## src/hdl/demof_pkg.sv

```systemverilog
package demof_pkg;

	localparam int MM_W      = 12;
	localparam int TIME_W    = 32;
	localparam int CFG_IDX_W = 3;

	localparam int WINDOW_DEPTH_DEF = 8;

	localparam logic [MM_W-1:0] MIN_VALID_DEF   = MM_W'(250);
	localparam logic [MM_W-1:0] INVALID_DEF     = MM_W'(2550);
	localparam logic [MM_W-1:0] FRONT_LIMIT_DEF = MM_W'(500);
	localparam logic [MM_W-1:0] MIN_BLOCKED_DEF = MM_W'(300);

	// register indexes on the configuration channel
	localparam logic [CFG_IDX_W-1:0] REG_MIN_VALID   = CFG_IDX_W'(0);
	localparam logic [CFG_IDX_W-1:0] REG_INVALID     = CFG_IDX_W'(1);
	localparam logic [CFG_IDX_W-1:0] REG_FRONT_LIMIT = CFG_IDX_W'(2);
	localparam logic [CFG_IDX_W-1:0] REG_MIN_BLOCKED = CFG_IDX_W'(3);

	typedef struct packed {
		logic capture;
		logic offer;
		logic cnt_clr;
		logic cand_load;
		logic cmp_en;
		logic judge;
		logic front_calc;
		logic out_load;
	} cmd_t;

	typedef struct packed {
		logic out_free;
	} status_t;

endpackage

```

## src/hdl/demof_lane.sv

```systemverilog
module demof_lane #(
	parameter int DEPTH = demof_pkg::WINDOW_DEPTH_DEF,
	parameter int IDX_W = $clog2(DEPTH),
	parameter int CNT_W = $clog2(DEPTH + 1)
) (
	input  logic                       clk,
	input  logic                       arst_n,
	input  demof_pkg::cmd_t            cmd,
	input  logic [demof_pkg::MM_W-1:0] echo,
	input  logic [demof_pkg::MM_W-1:0] min_valid,
	input  logic [demof_pkg::MM_W-1:0] invalid,
	input  logic [IDX_W-1:0]           rd_addr,
	input  logic [CNT_W-1:0]           cmp_idx,
	input  logic [CNT_W-1:0]           cand_idx,
	output logic [CNT_W-1:0]           fill,
	output logic [demof_pkg::MM_W-1:0] med_mm
);
	import demof_pkg::*;

	logic [MM_W-1:0]  win_q [DEPTH];
	logic [CNT_W-1:0] fill_q;
	logic [IDX_W-1:0] slot_q;
	logic [MM_W-1:0]  last_q;
	logic [MM_W-1:0]  rdata_q;
	logic [MM_W-1:0]  cand_q;
	logic [MM_W-1:0]  med_q;
	logic [CNT_W-1:0] lt_q;
	logic [CNT_W-1:0] le_q;
	logic [CNT_W-1:0] half;
	logic             take;
	logic             elem_ok;

	// an echo repeating the last stored value is dropped
	assign take = cmd.offer && (echo >= min_valid) && (echo < invalid)
		&& !((fill_q != '0) && (last_q == echo));
	assign half    = fill_q >> 1;
	assign elem_ok = cmd.cmp_en && (cmp_idx < fill_q);

	always_ff @(posedge clk) begin
		if (take) begin
			win_q[slot_q] <= echo;
		end
		rdata_q <= win_q[rd_addr];
	end

	always_ff @(posedge clk or negedge arst_n) begin
		if (!arst_n) begin
			fill_q <= '0;
			slot_q <= '0;
		end else if (take) begin
			slot_q <= (slot_q == IDX_W'(DEPTH - 1)) ? '0 : slot_q + 1'b1;
			if (fill_q != CNT_W'(DEPTH)) begin
				fill_q <= fill_q + 1'b1;
			end
		end
	end

	// rank counting: candidate is the median when lt <= fill/2 < le
	always_ff @(posedge clk) begin
		if (take) begin
			last_q <= echo;
		end
		if (cmd.cand_load) begin
			cand_q <= rdata_q;
		end
		if (cmd.cnt_clr) begin
			lt_q <= '0;
			le_q <= '0;
		end else if (elem_ok) begin
			if (rdata_q < cand_q) begin
				lt_q <= lt_q + 1'b1;
			end
			if (rdata_q <= cand_q) begin
				le_q <= le_q + 1'b1;
			end
		end
		if (cmd.judge && (cand_idx < fill_q) && (lt_q <= half) && (half < le_q)) begin
			med_q <= cand_q;
		end
	end

	assign fill   = fill_q;
	assign med_mm = (fill_q == '0) ? invalid : med_q;

endmodule

```

## src/hdl/demof_datapath.sv

```systemverilog
module demof_datapath #(
	parameter int DEPTH = demof_pkg::WINDOW_DEPTH_DEF,
	parameter int IDX_W = $clog2(DEPTH),
	parameter int CNT_W = $clog2(DEPTH + 1)
) (
	input  logic                            clk,
	input  logic                            arst_n,
	input  demof_pkg::cmd_t                 cmd,
	output demof_pkg::status_t              status,
	input  logic [IDX_W-1:0]                rd_addr,
	input  logic [CNT_W-1:0]                cmp_idx,
	input  logic [CNT_W-1:0]                cand_idx,
	output logic [CNT_W-1:0]                nmax,
	input  logic                            cfg_we,
	input  logic [demof_pkg::CFG_IDX_W-1:0] cfg_idx,
	input  logic [demof_pkg::MM_W-1:0]      cfg_val,
	input  logic [demof_pkg::MM_W-1:0]      left_echo_mm,
	input  logic [demof_pkg::MM_W-1:0]      right_echo_mm,
	input  logic [demof_pkg::TIME_W-1:0]    now_ms,
	output logic                            out_valid,
	input  logic                            out_ready,
	output logic [demof_pkg::MM_W-1:0]      left_distance_mm,
	output logic [demof_pkg::MM_W-1:0]      right_distance_mm,
	output logic [demof_pkg::MM_W-1:0]      front_distance_mm,
	output logic                            blocked,
	output logic [demof_pkg::TIME_W-1:0]    blocked_time_ms
);
	import demof_pkg::*;

	logic [MM_W-1:0]   min_valid_q;
	logic [MM_W-1:0]   invalid_q;
	logic [MM_W-1:0]   front_limit_q;
	logic [MM_W-1:0]   min_blocked_q;
	logic [MM_W-1:0]   left_q;
	logic [MM_W-1:0]   right_q;
	logic [TIME_W-1:0] now_q;
	logic [CNT_W-1:0]  left_fill;
	logic [CNT_W-1:0]  right_fill;
	logic [MM_W-1:0]   left_dist;
	logic [MM_W-1:0]   right_dist;
	logic [MM_W-1:0]   front_q;
	logic              was_blocked_q;
	logic [TIME_W-1:0] start_q;
	logic              out_valid_q;
	logic [MM_W-1:0]   out_left_q;
	logic [MM_W-1:0]   out_right_q;
	logic [MM_W-1:0]   out_front_q;
	logic              out_blk_q;
	logic [TIME_W-1:0] out_time_q;
	logic              blk;

	always_ff @(posedge clk or negedge arst_n) begin
		if (!arst_n) begin
			min_valid_q   <= MIN_VALID_DEF;
			invalid_q     <= INVALID_DEF;
			front_limit_q <= FRONT_LIMIT_DEF;
			min_blocked_q <= MIN_BLOCKED_DEF;
		end else if (cfg_we) begin
			unique case (cfg_idx)
				REG_MIN_VALID:   min_valid_q   <= cfg_val;
				REG_INVALID:     invalid_q     <= cfg_val;
				REG_FRONT_LIMIT: front_limit_q <= cfg_val;
				REG_MIN_BLOCKED: min_blocked_q <= cfg_val;
				default: ;
			endcase
		end
	end

	always_ff @(posedge clk) begin
		if (cmd.capture) begin
			left_q  <= left_echo_mm;
			right_q <= right_echo_mm;
			now_q   <= now_ms;
		end
	end

	demof_lane #(.DEPTH(DEPTH), .IDX_W(IDX_W), .CNT_W(CNT_W)) u_left (
		.clk      (clk),
		.arst_n   (arst_n),
		.cmd      (cmd),
		.echo     (left_q),
		.min_valid(min_valid_q),
		.invalid  (invalid_q),
		.rd_addr  (rd_addr),
		.cmp_idx  (cmp_idx),
		.cand_idx (cand_idx),
		.fill     (left_fill),
		.med_mm   (left_dist)
	);

	demof_lane #(.DEPTH(DEPTH), .IDX_W(IDX_W), .CNT_W(CNT_W)) u_right (
		.clk      (clk),
		.arst_n   (arst_n),
		.cmd      (cmd),
		.echo     (right_q),
		.min_valid(min_valid_q),
		.invalid  (invalid_q),
		.rd_addr  (rd_addr),
		.cmp_idx  (cmp_idx),
		.cand_idx (cand_idx),
		.fill     (right_fill),
		.med_mm   (right_dist)
	);

	assign nmax = (left_fill > right_fill) ? left_fill : right_fill;

	always_ff @(posedge clk) begin
		if (cmd.front_calc) begin
			if ((left_dist <= front_limit_q) || (right_dist <= front_limit_q)) begin
				front_q <= (left_dist < right_dist) ? left_dist : right_dist;
			end else begin
				front_q <= invalid_q;
			end
		end
	end

	assign blk = front_q < min_blocked_q;

	always_ff @(posedge clk or negedge arst_n) begin
		if (!arst_n) begin
			was_blocked_q <= 1'b0;
			start_q       <= '0;
			out_valid_q   <= 1'b0;
		end else begin
			if (cmd.out_load) begin
				was_blocked_q <= blk;
				if (blk && !was_blocked_q) begin
					start_q <= now_q;
				end
				out_valid_q <= 1'b1;
			end else if (out_ready) begin
				out_valid_q <= 1'b0;
			end
		end
	end

	always_ff @(posedge clk) begin
		if (cmd.out_load) begin
			out_left_q  <= left_dist;
			out_right_q <= right_dist;
			out_front_q <= front_q;
			out_blk_q   <= blk;
			out_time_q  <= (blk && was_blocked_q) ? now_q - start_q : '0;
		end
	end

	assign status.out_free   = !out_valid_q || out_ready;
	assign out_valid         = out_valid_q;
	assign left_distance_mm  = out_left_q;
	assign right_distance_mm = out_right_q;
	assign front_distance_mm = out_front_q;
	assign blocked           = out_blk_q;
	assign blocked_time_ms   = out_time_q;

endmodule

```

## src/hdl/demof_ctrl.sv

```systemverilog
module demof_ctrl #(
	parameter int DEPTH = demof_pkg::WINDOW_DEPTH_DEF,
	parameter int IDX_W = $clog2(DEPTH),
	parameter int CNT_W = $clog2(DEPTH + 1)
) (
	input  logic               clk,
	input  logic               arst_n,
	input  logic               in_valid,
	output logic               in_ready,
	input  demof_pkg::status_t status,
	input  logic [CNT_W-1:0]   nmax,
	output demof_pkg::cmd_t    cmd,
	output logic [IDX_W-1:0]   rd_addr,
	output logic [CNT_W-1:0]   cmp_idx,
	output logic [CNT_W-1:0]   cand_idx
);
	import demof_pkg::*;

	typedef enum logic [3:0] {
		S_IDLE,
		S_OFFER,
		S_START,
		S_CAND,
		S_SWEEP,
		S_TAIL,
		S_JUDGE,
		S_FRONT,
		S_OUT
	} state_t;

	state_t           state_q;
	logic [CNT_W-1:0] i_q;
	logic [CNT_W-1:0] j_q;
	logic [CNT_W-1:0] last_idx;

	assign last_idx = nmax - 1'b1;

	always_ff @(posedge clk or negedge arst_n) begin
		if (!arst_n) begin
			state_q <= S_IDLE;
			i_q     <= '0;
			j_q     <= '0;
		end else begin
			unique case (state_q)
				S_IDLE: begin
					if (in_valid) begin
						state_q <= S_OFFER;
					end
				end
				S_OFFER: state_q <= S_START;
				S_START: begin
					i_q     <= '0;
					state_q <= (nmax == '0) ? S_FRONT : S_CAND;
				end
				S_CAND: begin
					j_q     <= '0;
					state_q <= S_SWEEP;
				end
				S_SWEEP: begin
					j_q <= j_q + 1'b1;
					if (j_q == last_idx) begin
						state_q <= S_TAIL;
					end
				end
				S_TAIL: state_q <= S_JUDGE;
				S_JUDGE: begin
					if (i_q == last_idx) begin
						state_q <= S_FRONT;
					end else begin
						i_q     <= i_q + 1'b1;
						state_q <= S_CAND;
					end
				end
				S_FRONT: state_q <= S_OUT;
				S_OUT: begin
					if (status.out_free) begin
						state_q <= S_IDLE;
					end
				end
				default: state_q <= S_IDLE;
			endcase
		end
	end

	always_comb begin
		cmd      = '0;
		in_ready = 1'b0;
		rd_addr  = j_q[IDX_W-1:0];
		cmp_idx  = j_q - 1'b1;
		cand_idx = i_q;
		unique case (state_q)
			S_IDLE: begin
				in_ready    = 1'b1;
				cmd.capture = in_valid;
			end
			S_OFFER: cmd.offer = 1'b1;
			S_CAND: begin
				rd_addr     = i_q[IDX_W-1:0];
				cmd.cnt_clr = 1'b1;
			end
			S_SWEEP: begin
				// first sweep cycle brings the candidate back from the window
				cmd.cand_load = (j_q == '0);
				cmd.cmp_en    = (j_q != '0);
			end
			S_TAIL:  cmd.cmp_en     = 1'b1;
			S_JUDGE: cmd.judge      = 1'b1;
			S_FRONT: cmd.front_calc = 1'b1;
			S_OUT:   cmd.out_load   = status.out_free;
			default: ;
		endcase
	end

endmodule

```

## src/hdl/dual_echo_median_obstacle_filter.sv

```systemverilog
// dual echo median obstacle filter
// s_axis carries one frame request: left and right echo distances in mm and
// the frame time in ms. m_axis returns one result per frame: both side
// medians, the front distance, the blocked flag and the blocked time.
// the cfg channel writes the four threshold registers (0 min valid, 1 invalid
// mark, 2 front limit, 3 blocking threshold); cfg_ready is always high and
// writes are meant to happen only while no frame is in flight.
// the time from acceptance to m_axis_tvalid grows with n, the larger fill of
// the two windows after the new echoes are stored (up to WINDOW_DEPTH). one
// frame is in work at a time, so a new frame is taken only after the last
// one has left its final step: the median is found by rank counting, one
// window entry per cycle through each side's single read port.
// reset empties both windows, clears the blocked timer, drops m_axis_tvalid
// and restores the register defaults. a result held while m_axis_tready is
// low does not stop the next frame being accepted; that frame waits in its
// final step until the output register is free.
module dual_echo_median_obstacle_filter #(
	parameter int WINDOW_DEPTH = demof_pkg::WINDOW_DEPTH_DEF
) (
	input  logic                            clk,
	input  logic                            arst_n,
	input  logic                            s_axis_tvalid,
	output logic                            s_axis_tready,
	// left_echo_mm [11:0], right_echo_mm [23:12], now_ms [55:24]
	input  logic [55:0]                     s_axis_tdata,
	output logic                            m_axis_tvalid,
	input  logic                            m_axis_tready,
	// left_distance_mm [11:0], right_distance_mm [23:12],
	// front_distance_mm [35:24], blocked [36], blocked_time_ms [68:37], zero [71:69]
	output logic [71:0]                     m_axis_tdata,
	input  logic                            cfg_valid,
	output logic                            cfg_ready,
	input  logic [demof_pkg::CFG_IDX_W-1:0] cfg_index,
	input  logic [demof_pkg::MM_W-1:0]      cfg_data
);
	import demof_pkg::*;

	localparam int IDX_W = $clog2(WINDOW_DEPTH);
	localparam int CNT_W = $clog2(WINDOW_DEPTH + 1);

	cmd_t              cmd;
	status_t           status;
	logic [IDX_W-1:0]  rd_addr;
	logic [CNT_W-1:0]  cmp_idx;
	logic [CNT_W-1:0]  cand_idx;
	logic [CNT_W-1:0]  nmax;
	logic [MM_W-1:0]   left_dist;
	logic [MM_W-1:0]   right_dist;
	logic [MM_W-1:0]   front_dist;
	logic              blk;
	logic [TIME_W-1:0] blk_time;

	assign cfg_ready = 1'b1;

	demof_ctrl #(.DEPTH(WINDOW_DEPTH), .IDX_W(IDX_W), .CNT_W(CNT_W)) u_ctrl (
		.clk     (clk),
		.arst_n  (arst_n),
		.in_valid(s_axis_tvalid),
		.in_ready(s_axis_tready),
		.status  (status),
		.nmax    (nmax),
		.cmd     (cmd),
		.rd_addr (rd_addr),
		.cmp_idx (cmp_idx),
		.cand_idx(cand_idx)
	);

	demof_datapath #(.DEPTH(WINDOW_DEPTH), .IDX_W(IDX_W), .CNT_W(CNT_W)) u_dp (
		.clk              (clk),
		.arst_n           (arst_n),
		.cmd              (cmd),
		.status           (status),
		.rd_addr          (rd_addr),
		.cmp_idx          (cmp_idx),
		.cand_idx         (cand_idx),
		.nmax             (nmax),
		.cfg_we           (cfg_valid),
		.cfg_idx          (cfg_index),
		.cfg_val          (cfg_data),
		.left_echo_mm     (s_axis_tdata[11:0]),
		.right_echo_mm    (s_axis_tdata[23:12]),
		.now_ms           (s_axis_tdata[55:24]),
		.out_valid        (m_axis_tvalid),
		.out_ready        (m_axis_tready),
		.left_distance_mm (left_dist),
		.right_distance_mm(right_dist),
		.front_distance_mm(front_dist),
		.blocked          (blk),
		.blocked_time_ms  (blk_time)
	);

	assign m_axis_tdata = {3'b000, blk_time, blk, front_dist, right_dist, left_dist};

endmodule

```

## config.mk

```make
export PLATFORM = sky130hd
export DESIGN_NAME = dual_echo_median_obstacle_filter
export DESIGN_NICKNAME = d
export VERILOG_FILES = /design/src/hdl/demof_pkg.sv /design/src/hdl/demof_lane.sv /design/src/hdl/demof_datapath.sv /design/src/hdl/demof_ctrl.sv /design/src/hdl/dual_echo_median_obstacle_filter.sv
export SDC_FILE = /design/constraint.sdc
export NUM_CORES = 1
export LEC_CHECK = 0
export CAP_MARGIN = 20
export CELL_PAD_IN_SITES_DETAIL_PLACEMENT = 1
export CELL_PAD_IN_SITES_GLOBAL_PLACEMENT = 1
export CORE_MARGIN = 4
export CORE_UTILIZATION = 40
export CTS_CLUSTER_SIZE = 30
export DETAILED_ROUTE_END_ITERATION = 10
export DONT_BUFFER_PORTS = 1
export GPL_TIMING_DRIVEN = 0
export PLACE_DENSITY_LB_ADDON = 0.1
export SLEW_MARGIN = 20
export SYNTH_ARGS = -nofsm -noshare
export SYNTH_HDL_FRONTEND = slang
export SYNTH_SLANG_ARGS = --single-unit
```

## constraint.sdc

```tcl
create_clock -name clk -period 5.2 [get_ports clk]
set_input_delay 0.52 -clock clk [delete_from_list [all_inputs] [get_ports clk]]
set_output_delay 0.52 -clock clk [all_outputs]
set_load 0.01 [all_outputs]
```

Yosys cells after proc, flatten, opt, wreduce, memory -nomap -nowiden
Memories as Yosys holds them, arrays and structs flattened. A register that Yosys moved wholly into a read port is not among the register bits.
Index checks and enable logic that the tools add are counted.
{ "word_totals": {"reg_bits": 333, "mem_bits_rw": 192, "inputBits": 76, "out_inout_bits": 75, "wordCells": 173, "mem_count": 2} }
{ "classes": {"add_sub_neg": 13, "n_lt_le_gt_ge": 21, "n_eq_ne": 23, "n_mux": 32, "n_reduce_logical": 49} }
{ "memory_table": {"columns": ["memory", "words", "width", "rd", "rd_clocked_by_memory_dff", "wr", "line_no", "rtl"], "rows": [
  ["u_dp.u_left.win_q", 8, 12, 1, 1, 1, "demof_lane.sv:20", "logic [MM_W-1:0] win_q [DEPTH];"],
  ["u_dp.u_right.win_q", 8, 12, 1, 1, 1, "demof_lane.sv:20", null]
]} }
{ "op_table": {"columns": ["operator", "n"], "rows": [
  ["< comparator 12 bit", 6],
  ["less-or-equal comparator 12 bit", 4],
  ["2-to-1 mux 12 bit", 4],
  ["case mux 4 bit (9 select lines)", 1],
  ["adder 4 x 1 -> 4 bit, second input constant", 8],
  ["subtractor 32 bit", 1],
  ["equality test 12 bit", 2],
  [">= comparator 12 bit", 2],
  ["AND reduction 2 bit", 12],
  ["zero test 4 bit", 5],
  ["2-to-1 mux 4 bit", 5],
  ["logical AND 1 bit", 18],
  ["equality test 4 x 3 -> 1 bit, second input constant", 4],
  ["< comparator 4 bit", 4],
  ["case mux 4 bit (2 select lines)", 2],
  ["2-to-1 mux 3 bit", 5],
  ["2-to-1 mux 1 bit", 14],
  ["nonzero test 4 bit", 3],
  ["equality test 4 x 2 -> 1 bit, second input constant", 2],
  ["equality test 4 bit", 2],
  ["less-or-equal comparator 4 x 3 -> 1 bit", 2],
  ["< comparator 3 x 4 -> 1 bit", 2],
  ["inequality test 4 bit, second input constant", 2],
  ["subtractor 4 x 1 -> 4 bit, second input constant", 2],
  ["15 further kinds", 26]
]} }

Logic depth before layout (Yosys ltp)
{ "depth": {"ltp_word": 7, "depth_mapped": 17, "ltp_nobuf": 15} }

By module
Synthesis repeated with hierarchy kept, for this count alone.
{ "hier_totals": {"hier_cells": 1904, "area_unflattened_um2": 26252.7} }
{ "modules_own_cells": {"columns": ["mod", "n_inst", "cells_per_inst", "area_per_inst_um2", "seq_area_each_um2"], "rows": [
  ["demof_lane", 2, 470, 7262.0, 4539.4],
  ["demof_datapath", 1, 852, 10780.3, 6195.9],
  ["demof_ctrl", 1, 105, 903.4, 300.3],
  ["dual_echo_median_obstacle_filter", 1, 7, 45.0, 0.0]
]} }

Worst setup path before layout
No wires, ideal clock.
{ "synth_path": {"path_kind": "register -> register", "from": "register u_dp.u_left.fill_q[0] (netlist: u_dp.u_left.fill[0])", "to": "register u_dp.front_q[10], data pin", "setup_ns": 0.279, "t_arrival_ns": 3.986, "required_time_ns": 4.921, "path_slack_ns": 0.936, "stages_incl_launch_ff": 18, "path_buffers": 3, "synth_period_minus_slack_ns": 4.264, "path_cell_list": "dfrtp_1 -> buf_2 -> inv_1 -> ha_1 -> nor3b_1 -> clkbuf_1 -> mux2_2 -> ha_1 -> a21o_1 -> a21oi_1 -> nor2b_1 -> o21ai_0 -> nand2b_1 -> a21oi_1 -> o21ai_0 -> o31ai_1 -> clkbuf_1 -> mux2i_1"} }
{ "synth_via": {"elab_chain_len": 5, "word_cells_on_any_way": 7, "classes_between": "order compare: 2; mux: 3; reduce/logical: 2"} }
{ "synth_rtl": {"columns": ["element", "line_no", "rtl"], "rows": [
  ["start, declared", "demof_lane.sv:21", "logic [CNT_W-1:0] fill_q;"],
  ["start signal, assigned", "demof_lane.sv:53", "fill_q <= fill_q + 1'b1;"],
  ["zero test 4 bit (*)", "demof_lane.sv:83", "assign med_mm = (fill_q == '0) ? invalid : med_q;"],
  ["2-to-1 mux 12 bit (*)", "demof_lane.sv:83", null],
  ["net u_dp.left_dist[5]", "demof_datapath.sv:39", "logic [MM_W-1:0] left_dist;"],
  ["< comparator 12 bit or less-or-equal comparator 12 bit (tied branches)", "demof_datapath.sv:110, demof_datapath.sv:109", null],
  ["2-to-1 mux 12 bit or logical OR 1 bit (tied branches)", "demof_datapath.sv:110, demof_datapath.sv:109", null],
  ["2-to-1 mux 12 bit (*)", "demof_datapath.sv:109", "if ((left_dist <= front_limit_q) || (right_dist <= front_limit_q)) begin"],
  ["end signal, assigned", "demof_datapath.sv:110", "front_q <= (left_dist < right_dist) ? left_dist : right_dist;"],
  ["end signal, assigned", "demof_datapath.sv:112", "front_q <= invalid_q;"],
  ["end, declared", "demof_datapath.sv:41", "logic [MM_W-1:0] front_q;"]
]} }
The timed path passes the listed nets; every way through them passes the cells marked *.
A chain may end at the register's enable or synchronous reset.

Final worst setup path
{ "layout_path": {"from": "register u_dp.u_right.fill_q[1] (netlist: u_dp.u_right.fill[1])", "to": "register u_dp.front_q[10], data pin"} }
{ "layout_via": {"elab_chain_len": 5, "word_cells_on_any_way": 7, "classes_between": "order compare: 2; mux: 3; reduce/logical: 2"} }
{ "layout_rtl": {"columns": ["element", "line_no", "rtl"], "rows": [
  ["start, declared", "demof_lane.sv:21", null],
  ["start signal, assigned", "demof_lane.sv:53", null],
  ["zero test 4 bit (*)", "demof_lane.sv:83", null],
  ["2-to-1 mux 12 bit (*)", "demof_lane.sv:83", null],
  ["net u_dp.right_dist[5]", "demof_datapath.sv:40", "logic [MM_W-1:0] right_dist;"],
  ["< comparator 12 bit or less-or-equal comparator 12 bit (tied branches)", "demof_datapath.sv:110, demof_datapath.sv:109", null],
  ["2-to-1 mux 12 bit or logical OR 1 bit (tied branches)", "demof_datapath.sv:110, demof_datapath.sv:109", null],
  ["2-to-1 mux 12 bit (*)", "demof_datapath.sv:109", null]
]} }
Marked as above.

==> impl_metrics.csv <==
group,metric,value,unit
outcome,status,"finished clean",
critical_path,crit_fanout,10,
yosys,synthCells,2134,
global_routing,grt_usage,0.208,
critical_path,critPathLaunchType,"flop",
die,die_y,262,um
clocking,cts_inserted_buffers,60,
route,routed_wl,71500,um
yosys,synth_top_area_share,0.467,
pwr,p_int,0.0106,W
finish,final_common_cell,"edfxtp_1",
critical_path,cp_slowest_cell,"dfrtp_1",
pwr,power,0.0170,W
global_routing,antenna_found_initial,1,
timing,setup_viol,0,
pwr,clockPowerShare,0.249,
critical_path,crit_buf_inv,4,
placed_design,placed_area,27100,um2
clocking,tritoncts,"done",
die,io_pins,151,
route,wl_per_cell,22.5,um
yosys,synth_edf_count,401,
clocking,root_buffer,"clkbuf_16",
finish,syn2layout_area_growth,15.7,%
yosys,ys_types,64,
timing,fin_skew,0.0167,ns
yosys,synth_area_leader_cell,"edfxtp_1",
die,fp.dieW,262,um
finish,num_antenna_cells,0,
yosys,synth.area.top_cells,"edfxtp_1, ha_1, dfrtp_1",
yosys,yosysSeqAreaShare,0.604,
finish,drive_gt1_frac,0.108,
route,final_antenna_net_count,0,
placed_design,gp_congestion,0.837,
placed_design,pre_cts_ws,-0.244,ns
timing,slew_headroom,0.332,
die,die_area,68600,um2
critical_path,critPathKind,"reg2reg",
critical_path,crit_arrival,5.29,ns
pwr,switching_share,0.379,
finish,nFillCells,6613,
route,routed_via_density,5.32,
timing,min_period_over_period,0.931,
critical_path,required,5.65,ns
clocking,clockBufferDepth,3,
finish,multiInputGateArea,9430,um2
timing,fmax,0.207,GHz
finish,regArea,15600,um2
pwr,power_frac_seq,0.362,
pwr,p_per_area,571,nW/um2
global_routing,grt-ovfl-total,0,
route,vias,16900,
critical_path,end_kind,"flop",
critical_path,critPathTopFamily,"buffers and inverters",
placed_design,port_buffers,0,
die,floorplan.initialDensity,0.406,
clocking,clk_pin_slew,0.06,ns
flow_run,drv_cap,0,
route,drc_errors,0,
yosys,ys.flop_type,"edfxtp_1",
finish,layout_common_cells,"edfxtp_1, nand2_1, ha_1",
die,rows,92,
yosys,synth_area,25800,um2
pwr,p_leak,11.9,nW
clocking,clk_latency,0.63,ns
timing,hold_violations,0,
finish,final_util,0.470,
yosys,yosysWarnings,0,
global_routing,grt_pass1_wl,108000,um
pwr,switching_power,0.00645,W
timing,fin_crit,4.84,ns
critical_path,crit_path_frequent_cell,"a21o_1",
timing,worst_pin_slew,0.989,ns
clocking,cts-htree-levels,2,
clocking,cts_sinks,549,
die,core_area,63400,um2
timing,worst_slack,0.361,ns
timing,rsz0062_at_grt,"false",
pwr,p_comb_frac,0.389,
pwr,ir_worst_vdd,0.303,mV
yosys,synth_async_sr_flop_share,0.197,
timing,fin_hold_ws,0.0377,ns
yosys,synth_seq_cells,549,
critical_path,path_cells,"inv_1 > ha_1 > nor3b_4 > buf_2 > mux2i_1 > inv_1 > ha_1 > a21o_1 > a21o_1 > a21o_1 > a21oi_1 > nor2b_1 > o21ai_0 > a21oi_1 > o31ai_2 > clkbuf_2 > mux2i_1",
finish,finalInstanceArea,29800,um2
route,firstDrtPassIters,5,
placed_design,hpwlAfterDp,51700,um
yosys,avgSynthCellArea,12.1,um2
global_routing,grt_pass1_vias,18000,
global_routing,grt_start_max_net_pins,109,
hold_path,min_path_type,"in2reg",
timing,slew_viol_final,0,
finish,fin_nets,2549,
critical_path,max_stage_delay,0.51,ns
route,drt_iter0_markers,963,
layer usage:
layer	global-route usage	wire [um]	vias to the layer above
met5	0	0	-
met4	0.0500	1620	0
met3	0.0280	3000	87
met2	0.369	35700	320
met1	0.272	31100	8539
li1	-	-	7992
logic make-up after synthesis:
kind of cell | synth area share
other cells | 0.000291
compound gates | 0.0781
mux | 0.0458
fa+ha+maj | 0.0925
simple gates | 0.117
flops | 0.604
xor+xnor | 0.0272
buf+inv | 0.0348
synthesized netlist by cell type (37+ instances only):
cell,number
o21ai_0,111
a21oi_1,65
edfxtp_1,401
mux2i_1,46
mux2_2,63
a21o_1,59
dfrtp_1,84
dfxtp_1,40
xor2_1,37
nand3_1,135
clkbuf_1,49
inv_1,152
nand2_1,300
nor2_1,70
ha_1,189
xnor2_1,43
flip-flops by register name (all words and copies together) (netlist names), 32 cells and up:
| signal | count |
|---|---|
| u_dp.u_right.win_q | 96 |
| u_dp.blocked_time_ms | 32 |
| u_dp.u_left.win_q | 96 |
| u_dp.start_q | 32 |
| u_dp.now_q | 32 |
area by class of cell:
type,instances,area share
Buffer,76,0.0109
Clock buffer,87,0.0581
Clock inverter,27,0.00810
Inverter,152,0.0192
Multi-Input combinational cell,1358,0.316
Sequential cell,549,0.522
Tap cell,846,0.0355
Timing Repair Buffer,86,0.0299
timing repair:
action                                 CTS  global route
buffers inserted                         0             0
endpoints found under the hold margin  193             0
setup endpoints to repair               10            11
resized for setup                        2             1
cloned                                   0             0
hold buffers                            71             0
path summary, 6_finish.rpt:
| kind | to | slack, ns | cells after the start | start |
|---|---|---|---|---|
| max | u_dp.front_q[10] | 0.36 | 17 | u_dp.u_right.fill[1] |
| min | u_dp.front_limit_q[1] | 0.04 | 2 | cfg_data[1] |
| max reg2reg | u_dp.front_q[10] | 0.36 | 17 | u_dp.u_right.fill[1] |
| min reg2reg | u_dp.u_left.cand_q[10] | 0.44 | 0 | u_dp.u_left.rdata_q[10] |
| max in group asynchronous | u_dp.u_right.fill[3] | 4.17 | 2 | arst_n |
| min in group asynchronous | u_dp.front_limit_q[9] | 0.58 | 2 | arst_n |
power by group through the flow:
stage	clock [W]	combinational (W)	sequential [W]
after floorplan	0	0.00459	0.00599
after global placement	0	0.00626	0.00625
after detailed placement	0	0.00654	0.00627
after CTS	0.00437	0.00666	0.00619
after global routing	0.00456	0.00744	0.00625
final	0.00424	0.00662	0.00617
per-stage QoR:
| step | cells | setup TNS (ns) |
|---|---|---|
| 2_1_floorplan | 2136 | 0 |
| 3_3_place_gp | 2982 | -128.21 |
| 3_5_place_dp | 2997 | -2.09 |
| 4_1_cts | 3182 | 0 |
| 5_1_grt | 3181 | 0 |
| 6_report | 3181 | 0 |
No activity file was read; power rests on OpenSTA's default activity.
